[src/pcelc_pkg.sv]
// Package with shared types, codes and the length-load table of the pulse control block.
`timescale 1ns / 1ps
package pcelc_pkg;

  // Default spacing of frame ticks.
  localparam int unsigned FRAME_PERIOD_DEF = 7457;

  // The frame divider point is one bit wider than a timestamp.
  localparam int unsigned FP_W = 17;

  // Item function codes.
  localparam logic [1:0] FUNC_WRITE     = 2'd0;
  localparam logic [1:0] FUNC_FRAME_END = 2'd1;
  localparam logic [1:0] FUNC_SYNC      = 2'd2;

  // Register addresses.
  localparam logic [4:0] REG_ENV_A = 5'd0;
  localparam logic [4:0] REG_LO_A  = 5'd2;
  localparam logic [4:0] REG_HI_A  = 5'd3;
  localparam logic [4:0] REG_ENV_B = 5'd4;
  localparam logic [4:0] REG_LO_B  = 5'd6;
  localparam logic [4:0] REG_HI_B  = 5'd7;
  localparam logic [4:0] REG_PCM   = 5'd17;
  localparam logic [4:0] REG_EN    = 5'd21;

  // Envelope and length state of one channel.
  typedef struct packed {
    logic [3:0] env_period;
    logic [3:0] env_divider;
    logic [3:0] env_level;
    logic [1:0] env_mode;
    logic       env_reload;
    logic [7:0] len_count;
  } chan_t;

  // Volume follows the constant-volume flag in mode bit 0.
  function automatic logic [3:0] vol_of(chan_t c);
    vol_of = c.env_mode[0] ? c.env_period : c.env_level;
  endfunction

  // Length-load table, indexed by the upper five bits of the high-period byte.
  function automatic logic [7:0] len_load(logic [4:0] idx);
    logic [7:0] v;
    case (idx)
      5'd0:  v = 8'h0A;
      5'd1:  v = 8'hFE;
      5'd2:  v = 8'h14;
      5'd3:  v = 8'h02;
      5'd4:  v = 8'h28;
      5'd5:  v = 8'h04;
      5'd6:  v = 8'h50;
      5'd7:  v = 8'h06;
      5'd8:  v = 8'hA0;
      5'd9:  v = 8'h08;
      5'd10: v = 8'h3C;
      5'd11: v = 8'h0A;
      5'd12: v = 8'h0E;
      5'd13: v = 8'h0C;
      5'd14: v = 8'h1A;
      5'd15: v = 8'h0E;
      5'd16: v = 8'h0C;
      5'd17: v = 8'h10;
      5'd18: v = 8'h18;
      5'd19: v = 8'h12;
      5'd20: v = 8'h30;
      5'd21: v = 8'h14;
      5'd22: v = 8'h60;
      5'd23: v = 8'h16;
      5'd24: v = 8'hC0;
      5'd25: v = 8'h18;
      5'd26: v = 8'h48;
      5'd27: v = 8'h1A;
      5'd28: v = 8'h10;
      5'd29: v = 8'h1C;
      5'd30: v = 8'h20;
      default: v = 8'h1E;
    endcase
    len_load = v;
  endfunction

endpackage

[src/pcelc_tick.sv]
// Shared frame-tick unit: clocks the envelope and length counter of one channel.
`timescale 1ns / 1ps
module pcelc_tick (
  input  pcelc_pkg::chan_t cur_i,
  output pcelc_pkg::chan_t nxt_o
);
  import pcelc_pkg::*;

  // Envelope divider and level, then the length counter.
  always_comb begin
    nxt_o = cur_i;
    if (cur_i.env_reload) begin
      nxt_o.env_level   = 4'hF;
      nxt_o.env_divider = cur_i.env_period;
      nxt_o.env_reload  = 1'b0;
    end else if (cur_i.env_divider == 4'd0) begin
      nxt_o.env_divider = cur_i.env_period;
      // The level wraps from zero to fifteen only in loop mode.
      if (cur_i.env_level != 4'd0 || cur_i.env_mode[1]) begin
        nxt_o.env_level = cur_i.env_level - 4'd1;
      end
    end else begin
      nxt_o.env_divider = cur_i.env_divider - 4'd1;
    end
    if (!cur_i.env_mode[1] && cur_i.len_count != 8'd0) begin
      nxt_o.len_count = cur_i.len_count - 8'd1;
    end
  end

endmodule

[src/pulse_channel_envelope_length_control.sv]
// Top level of the two-channel pulse envelope, length counter and register control block.
`timescale 1ns / 1ps
// Each input word is a time-stamped register write, a frame-end mark or a sync no-op.
// Before the word is applied, every frame tick whose divider point the timestamp has
// reached is clocked; the point advances by FRAME_PERIOD and FRAME_PERIOD + 1 in turn.
// One shared tick unit clocks channel A in the check state and channel B in the tick-B
// state for each tick that a word causes (at most about nine at the default period). A
// new word is taken once the done state has moved the result into an output register,
// so the next input word is taken while the previous result still waits downstream.
module pulse_channel_envelope_length_control #(
  parameter int unsigned FRAME_PERIOD = pcelc_pkg::FRAME_PERIOD_DEF
) (
  input  logic        clk_i,
  input  logic        rst_ni,
  input  logic        in_valid_i,
  output logic        in_stall_o,
  input  logic [1:0]  func_i,
  input  logic [15:0] timestamp_i,
  input  logic [4:0]  reg_addr_i,
  input  logic [7:0]  wdata_i,
  output logic        out_valid_o,
  input  logic        out_stall_i,
  output logic [3:0]  volume_a_o,
  output logic [3:0]  volume_b_o,
  output logic [7:0]  length_a_o,
  output logic [7:0]  length_b_o,
  output logic [10:0] period_a_o,
  output logic [10:0] period_b_o,
  output logic [1:0]  duty_a_o,
  output logic [1:0]  duty_b_o,
  output logic [7:0]  pcm_level_o,
  output logic [3:0]  ticks_done_o
);
  import pcelc_pkg::*;

  localparam logic [FP_W-1:0] FP_STEP = FP_W'(FRAME_PERIOD);

  typedef enum logic [1:0] {
    S_IDLE,
    S_CHECK,
    S_TICK_B,
    S_DONE
  } state_e;

  state_e          state_q;
  logic [FP_W-1:0] fp_q;
  logic            odd_q;
  chan_t           ch_q [2];
  logic [10:0]     period_q [2];
  logic [1:0]      duty_q [2];
  logic [1:0]      len_en_q;
  logic [7:0]      pcm_q;
  logic [3:0]      ticks_q;

  // Latched input word.
  logic [1:0]  func_q;
  logic [15:0] ts_q;
  logic [4:0]  addr_q;
  logic [7:0]  data_q;

  // Output register.
  logic        out_valid_q;
  logic [3:0]  vol_a_q, vol_b_q;
  logic [7:0]  len_a_q, len_b_q;
  logic [10:0] per_a_q, per_b_q;
  logic [1:0]  duty_a_q, duty_b_q;
  logic [7:0]  pcm_out_q;
  logic [3:0]  ticks_out_q;

  chan_t tick_cur;
  chan_t tick_nxt;
  logic  tick_due;
  logic  wch;

  // The tick unit serves channel A in the check state and channel B after it.
  assign tick_cur = (state_q == S_TICK_B) ? ch_q[1] : ch_q[0];
  assign tick_due = {1'b0, ts_q} >= fp_q;
  assign wch      = addr_q[2];

  pcelc_tick u_tick (
    .cur_i(tick_cur),
    .nxt_o(tick_nxt)
  );

  // Sequencer, channel state and output register.
  always_ff @(posedge clk_i or negedge rst_ni) begin
    if (!rst_ni) begin
      state_q     <= S_IDLE;
      fp_q        <= FP_STEP;
      odd_q       <= 1'b0;
      ch_q[0]     <= '0;
      ch_q[1]     <= '0;
      period_q[0] <= '0;
      period_q[1] <= '0;
      duty_q[0]   <= '0;
      duty_q[1]   <= '0;
      len_en_q    <= '0;
      pcm_q       <= '0;
      ticks_q     <= '0;
      func_q      <= '0;
      ts_q        <= '0;
      addr_q      <= '0;
      data_q      <= '0;
      out_valid_q <= 1'b0;
      vol_a_q     <= '0;
      vol_b_q     <= '0;
      len_a_q     <= '0;
      len_b_q     <= '0;
      per_a_q     <= '0;
      per_b_q     <= '0;
      duty_a_q    <= '0;
      duty_b_q    <= '0;
      pcm_out_q   <= '0;
      ticks_out_q <= '0;
    end else begin
      // The done state sets the valid flag itself when it hands a word over.
      if (out_valid_q && !out_stall_i && state_q != S_DONE) begin
        out_valid_q <= 1'b0;
      end
      case (state_q)
        S_IDLE: begin
          if (in_valid_i) begin
            func_q  <= func_i;
            ts_q    <= timestamp_i;
            addr_q  <= reg_addr_i;
            data_q  <= wdata_i;
            ticks_q <= '0;
            state_q <= S_CHECK;
          end
        end
        S_CHECK: begin
          if (tick_due) begin
            ch_q[0] <= tick_nxt;
            state_q <= S_TICK_B;
          end else begin
            // No tick left: apply the word itself.
            if (func_q == FUNC_WRITE) begin
              case (addr_q)
                REG_ENV_A, REG_ENV_B: begin
                  ch_q[wch].env_period <= data_q[3:0];
                  ch_q[wch].env_mode   <= data_q[5:4];
                  duty_q[wch]          <= data_q[7:6];
                end
                REG_LO_A, REG_LO_B: begin
                  period_q[wch][7:0] <= data_q;
                end
                REG_HI_A, REG_HI_B: begin
                  period_q[wch][10:8]  <= data_q[2:0];
                  ch_q[wch].env_reload <= 1'b1;
                  if (len_en_q[wch]) begin
                    ch_q[wch].len_count <= len_load(data_q[7:3]);
                  end
                end
                REG_PCM: begin
                  if (data_q != 8'd0) begin
                    pcm_q <= data_q;
                  end
                end
                REG_EN: begin
                  if (!data_q[0]) begin
                    ch_q[0].len_count <= '0;
                  end
                  if (!data_q[1]) begin
                    ch_q[1].len_count <= '0;
                  end
                  len_en_q <= data_q[1:0];
                end
                default: begin
                end
              endcase
            end else if (func_q == FUNC_FRAME_END) begin
              fp_q <= fp_q - {1'b0, ts_q};
            end
            state_q <= S_DONE;
          end
        end
        S_TICK_B: begin
          ch_q[1] <= tick_nxt;
          fp_q    <= fp_q + FP_STEP + {{(FP_W-1){1'b0}}, odd_q};
          odd_q   <= ~odd_q;
          if (ticks_q != 4'hF) begin
            ticks_q <= ticks_q + 4'd1;
          end
          state_q <= S_CHECK;
        end
        S_DONE: begin
          // Hand the result over once the output register is free.
          if (!out_valid_q || !out_stall_i) begin
            vol_a_q     <= vol_of(ch_q[0]);
            vol_b_q     <= vol_of(ch_q[1]);
            len_a_q     <= ch_q[0].len_count;
            len_b_q     <= ch_q[1].len_count;
            per_a_q     <= period_q[0];
            per_b_q     <= period_q[1];
            duty_a_q    <= duty_q[0];
            duty_b_q    <= duty_q[1];
            pcm_out_q   <= pcm_q;
            ticks_out_q <= ticks_q;
            out_valid_q <= 1'b1;
            state_q     <= S_IDLE;
          end
        end
        default: begin
          state_q <= S_IDLE;
        end
      endcase
    end
  end

  assign in_stall_o   = (state_q != S_IDLE);
  assign out_valid_o  = out_valid_q;
  assign volume_a_o   = vol_a_q;
  assign volume_b_o   = vol_b_q;
  assign length_a_o   = len_a_q;
  assign length_b_o   = len_b_q;
  assign period_a_o   = per_a_q;
  assign period_b_o   = per_b_q;
  assign duty_a_o     = duty_a_q;
  assign duty_b_o     = duty_b_q;
  assign pcm_level_o  = pcm_out_q;
  assign ticks_done_o = ticks_out_q;

endmodule
[config.mk]
export PLATFORM = sky130hd
export DESIGN_NAME = pulse_channel_envelope_length_control
export DESIGN_NICKNAME = d
export VERILOG_FILES = /design/src/pcelc_pkg.sv /design/src/pcelc_tick.sv /design/src/pulse_channel_envelope_length_control.sv
export SDC_FILE = /design/constraint.sdc
export NUM_CORES = 1
export LEC_CHECK = 0
export ABC_AREA = 1
export BUFFER_PORTS_ARGS = -buffer_cell sky130_fd_sc_hd__buf_2
export CORE_MARGIN = 3
export CORE_UTILIZATION = 45
export DETAILED_ROUTE_END_ITERATION = 10
export PLACE_DENSITY = 0.65
export SYNTH_ARGS = -nofsm -noshare
export SYNTH_HDL_FRONTEND = slang
export SYNTH_SLANG_ARGS = --single-unit
export TNS_END_PERCENT = 10
[constraint.sdc]
create_clock -name clk_i -period 4.2 [get_ports clk_i]
set_input_delay 0.21 -clock clk_i [delete_from_list [all_inputs] [get_ports clk_i]]
set_output_delay 0.21 -clock clk_i [all_outputs]
set_load 0.01 [all_outputs]
## After elaboration in Yosys (flattened, before gate mapping)

Memory sizes are Yosys's and may differ from the RTL's.
Index checks and enable logic that the tools add are counted.
Widths: inputs -> output; s select.

- Equality and inequality tests: 24
- Add/sub/neg operators: 7
- Mux-type cells: 62
- Reductions and logical operators: 39
- Bitwise operators: 3
- Order comparisons: 4

Operator list:

| kind | count |
|---|---|
| $bwmux 46 | 4 |
| $demux 23 s1 | 4 |
| $mux 23 | 4 |
| $mux 46 | 2 |
| $mux 8 | 11 |
| $pmux 15 s2 | 2 |
| $mux 17 | 3 |
| $pmux 8 s3 | 2 |
| $pmux 23 s2 | 1 |
| $bwmux 22 | 2 |
| $pmux 22 s2 | 1 |
| $pmux 17 s2 | 1 |
| $mux 4 | 7 |
| $reduce_and 4->1 | 6 |
| $demux 11 s1 | 2 |
| $mux 11 | 2 |
| $add 17x1->17 | 1 |
| $add 17x13->17 const B | 1 |
| $ge 16x17->1 | 1 |
| $sub 17x16->17 | 1 |
| $reduce_bool 8->1 | 2 |
| $eq 5x3->1 const B | 3 |
| $ne 2x2->1 const B | 7 |
| $eq 5x2->1 const B | 2 |
| 36 further kinds | 67 |

- Bits in registers: 200
- Output and inout bits: 64
- Bits of input ports: 35
- Memories kept: 1
- Bits in read-only memories: 224

Memory list:

| name | words | width | read ports | clocked after Yosys merged registers in | wr ports | line | text |
|---|---|---|---|---|---|---|---|
| (name not given) | 32 | 7 | 1 | 0 | 0 | pcelc_pkg.sv:44 | `case (idx)` |

## Depth between registers and ports, before layout

- Depth in word-level cells: 13
- Depth in mapped cells: 19

## Modules after synthesis

A second synthesis with hierarchy kept.

- Cell total of the unflattened synthesis: 1531
- Area total of the unflattened synthesis: 11265.8 um2

Modules (own cells, without submodules):

| module | area each (um2) | cells an instance | times used | sequential area each (um2) |
|---|---|---|---|---|
| pulse_channel_envelope_length_control | 10607.7 | 1415 | 1 | 5012.3 |
| pcelc_tick | 658.1 | 116 | 1 | 0.0 |

## Worst setup path before layout

Ideal clock, no wire load.

- Path kind: register -> register
- From: reg fp_q[12]
- To: reg pcm_q[5]
- Stages on the path, launching flop included: 13
- Setup slack: 2015 ps
- Required time: 4080 ps
- Arrival time: 2065 ps
- Clock period less this slack: 2185 ps
- Cell sequence: dfstp_2 -> ha_1 -> a21oi_1 -> o21ai_0 -> a21oi_1 -> nand2_4 -> nand2_4 -> inv_2 -> nand2_1 -> buf_2 -> nand2_1 -> o21ai_0 -> inv_1

- Cells in the longest elaborated chain, start to end: 3

RTL lines:

| item | line | text |
|---|---|---|
| start, declared | pulse_channel_envelope_length_control.sv:46 | `logic [FP_W-1:0] fp_q;` |
| start signal, assigned | pulse_channel_envelope_length_control.sv:172 | `fp_q <= fp_q - {1'b0, ts_q};` |
| start signal, assigned | pulse_channel_envelope_length_control.sv:179 | `fp_q <= fp_q + FP_STEP + {{(FP_W-1){1'b0}}, odd_q};` |
| $ge 16x17->1 | pulse_channel_envelope_length_control.sv:77 | `assign tick_due = {1'b0, ts_q} >= fp_q;` |
| $not 1->1 (no source line) | n/a |  |
| $reduce_and 5->1 (no source line) | n/a |  |
| end signal, assigned | pulse_channel_envelope_length_control.sv:156 | `pcm_q <= data_q;` |
| end, declared | pulse_channel_envelope_length_control.sv:52 | `logic [7:0] pcm_q;` |

Every way passes these cells.
A chain may end at the register's enable or synchronous reset.

## Worst setup path after layout

- From: reg fp_q[9]
- To: reg ch_q[44] in the netlist's numbering

- Cells in the longest elaborated chain, start to end: 3

RTL lines:

| item | line | text |
|---|---|---|
| $ge 16x17->1 * | pulse_channel_envelope_length_control.sv:77 |  |
| $reduce_bool 3->1 (no source line) / $reduce_bool 2->1 (equally long branches) | n/a |  |
| $reduce_and 3->1 (no source line) | n/a |  |
| end, declared | pulse_channel_envelope_length_control.sv:48 | `chan_t ch_q [2];` |

Every way passes the cells marked *; elsewhere a longest branch is shown, timed or not.

==> summary.md <==
| Metric | Value |
|---|---|
| Status | `finished, final reports clean` |
| Area of the multi-input gates | `0.00531 mm²` |
| Initial DRC count | `833` |
| Final hold viol count | `0` |
| # setup viols final | `0` |
| Setup crit start kind | `flip-flop` |
| DR vias/cell | `5.16` |
| Antenna viol nets, final | `0` |
| Simple-gate share of the synthesized area | `0.303` |
| Share of layout cells above drive strength 1 | `0.129` |
| Register area | `0.00501 mm²` |
| CP max FO | `25` |
| GRT Util Overall | `0.220` |
| Final clock skew | `15.9 ps` |
| Via count | `9,945` |
| Syn Nets | `1,569` |
| Yosys warns | `0` |
| Setup WS post-layout | `1330 ps` |
| Hold path depth | `3` |
| Post-route setup TNS | `0 ps` |
| Dpl cells | `1,877` |
| Post-Synth Adder-Cell Area | `0.0356` |
| Wire length per cell | `14.9 µm` |
| Compound-Gate Fraction of Synth Area | `0.127` |
| Leading post-synthesis cells by cell area | `dfrtp_1, nand2_1, o21ai_0, inv_1, ha_1` |
| Reg2Reg Depth | `10` |
| XOR/XNOR Fraction of Synth Area | `0.0110` |
| Seq cells post-synth | `200` |
| Die area | `0.0266 mm²` |
| Post-route DRC violation count | `0` |
| Max-slew violations | `0` |
| Gr ovfl total | `0` |
| Hold Path Class | `in2reg` |
| Cell taking the most area after synthesis | `dfrtp_1` |
| H-tree Lvls | `4` |
| Worst r2r src | `fp_q[9]` |
| Setup crit end kind | `flip-flop` |
| Postcts setup bufs | `0` |
| Die Ht | `163 µm` |
| Worst slew margin | `0.184` |
| Core Footprint | `0.0239 mm²` |
| CP Class | `reg2reg` |
| Synthesized cell area | `0.0111 mm²` |
| Clk_lat worst skew | `440 ps` |
| Mux share of post-synthesis cell area | `0` |
| Fillcell total | `2,367` |
| Area grow syn2layout | `13.9%` |
| Worst Hold End | `data_q[7]` |
| Largest net degree at the start of global routing | `117` |
| Drt first pass iters | `5` |
| Primary FF master, synth | `dfrtp_1` |
| Register area share after synthesis | `0.451` |
| Final net count | `1,664` |
| Total CTS buffers | `17` |
| Largest family of logic cells by synthesized area | `simple AND/OR/NAND/NOR gates` |
| Synth async-reset ratio | `1.00` |
| CTS Buffer Depth | `2` |
| Row cnt | `56` |
| Worst-path clk slew | `80 ps` |
| Post-synth EDFFs | `0` |
| Die X | `163 µm` |
| Clock root cell | `clkbuf_16` |
| VDD IR max | `327 µV` |
| Syn avg cell area | `7.40 µm²` |
| GPL Wtd Cong | `0.911` |
| Slew @ Worst Pin | `1220 ps` |
| LEAKAGE | `6.80 nW` |
| Worst R2R Setup Slack | `1330 ps` |
| Crit path time final | `2870 ps` |
| DP Worst Slack | `1400 ps` |
| Initial antenna violation count | `0` |
| Final WL | `28.8 mm` |
| Critical Path AT | `3190 ps` |
| N_diodes | `0` |
| Finished Layout Cells | `1,929` |
| Power density over cell area | `866 mW/mm²` |
| CTS tree | `done` |
| First-pass GRT wire length | `47.3 mm` |
| R2R Path End | `ch_q[44]` |
| Area share of the largest cell type after synthesis | `0.437` |
| Clock sink count | `200` |
| Initial Util | `0.465` |
| Final period util | `0.684` |
| Max Cap Viol | `0` |
| Port Buf Inserts | `98` |
| Hpwl dp | `20.4 mm` |
| Post-synth cell types | `48` |
| Max Fclk | `0.348 GHz` |
| CP Data Required Time | `4520 ps` |
| RSZ-0062 raised after global routing | `false` |
| Hold path start | `wdata_i[7]` |
| Power Total | `11.0 mW` |
| Syn Inst Count | `1,503` |
| Number of global-route vias before repair | `9,361` |
| IO Pins | `99` |
==> cell usage after synthesis, types with 12 or more instances <==
master / count
a21oi_1: 34
clkbuf_1: 30
dfrtp_1: 194
ha_1: 30
inv_1: 133
nand2_1: 613
nand2_2: 15
nand3_1: 67
nand4_1: 12
nor2_1: 63
o211ai_1: 14
o21ai_0: 156
o21ai_1: 25
==> area by class of cell <==
type | instances | area share
multi-input cells | 1107 | 0.420
flip-flops and latches | 200 | 0.396
repair buffers | 128 | 0.0624
inverters | 144 | 0.0429
clock buffers | 17 | 0.0336
well taps | 319 | 0.0315
clock inverters | 14 | 0.0141
==> stage by stage <==
stage / hold WS (ps) / utilization / instance area [µm²]
global placement: 405 / 0.496 / 11800
detailed placement: 398 / 0.496 / 11800
floorplan: -85.6 / - / 11100
finish: 19.6 / 0.530 / 12700
global route: 18.8 / 0.530 / 12700
CTS: 1.61 / 0.530 / 12700
==> cells by family (layout without fill, tap and decap cells) <==
logic type | after synthesis | count (layout)
adder cells (fa/ha/maj) | 31 | 31
buffers and inverters | 196 | 303
flip-flops | 200 | 200
XOR/XNOR | 14 | 14
AO/OA/AOI/OAI | 256 | 256
AND/OR/NAND/NOR | 806 | 806
==> cell usage in the layout (no fill, tap or decap), drive strengths merged, types with 3 or more instances in the layout <==
| cell type | n |
|---|---|
| o21ai | 193 |
| inv | 150 |
| clkbuf | 18 |
| nand3b | 4 |
| dfrtp | 194 |
| nor2 | 71 |
| dfstp | 6 |
| xor2 | 10 |
| clkinv | 7 |
| dlygate4sd3 | 21 |
| a21boi | 3 |
| xnor2 | 4 |
| o211ai | 14 |
| nand2 | 633 |
| nor3 | 7 |
| a21oi | 34 |
| nand3 | 69 |
| nand4 | 14 |
| nor4 | 5 |
| a21o | 3 |
| buf | 106 |
| ha | 30 |
==> worst max-delay path by stage <==
stage	start	to	slack (ps)	cells past startpoint
floorplan	fp_q[12]	pcm_q[5]	2020	12
global placement	fp_q[9]	ch_q[32]	1430	10
detailed placement	fp_q[10]	ch_q[44]	1400	11
CTS	fp_q[10]	ch_q[44]	1360	11
global route	fp_q[8]	fp_q[4]	1060	10
finish	fp_q[9]	ch_q[44]	1330	10
==> power breakdown <==
group | switching (mW) | leakage [nW] | internal (mW)
logic | 3.95 | 3.88 | 1.96
registers | 0.662 | 2.63 | 2.70
clock network | 0.826 | 0.296 | 0.857
==> worst max-delay path: stages (launching register included) <==
cell     delay [ps]
dfrtp_1         440
ha_1            400
nand2_1         120
nor2_1          280
nand4_2         320
nand2_4         370
nand2_2         220
nand2_1         160
nand3_1         240
nand2_1         130
nand2_1          60
==> state kept, by name (all words and copies together) (netlist names), 4 cells and up <==
| register | cells |
|---|---|
| pcm_q | 8 |
| length_b_o | 8 |
| period_q | 22 |
| ticks_q | 4 |
| volume_b_o | 4 |
| period_a_o | 11 |
| fp_q | 17 |
| period_b_o | 11 |
| ts_q | 16 |
| volume_a_o | 4 |
| ch_q | 46 |
| data_q | 8 |
| addr_q | 5 |
| ticks_done_o | 4 |
| duty_q | 4 |
| length_a_o | 8 |
| pcm_level_o | 8 |
==> routing by layer <==
layer  GRT usage  wire [µm]  up-vias
li1            -          -     4992
met1       0.310      13600     4612
met2       0.346      12900      282
met3      0.0309       1430       59
met4      0.0854        867        0
met5           0          0        -
==> timing repair <==
item,in CTS,in global routing
hold buffers,21,0
resized for setup,0,0
endpoints found under the hold margin,135,0
(Power assumes the default switching activity.)
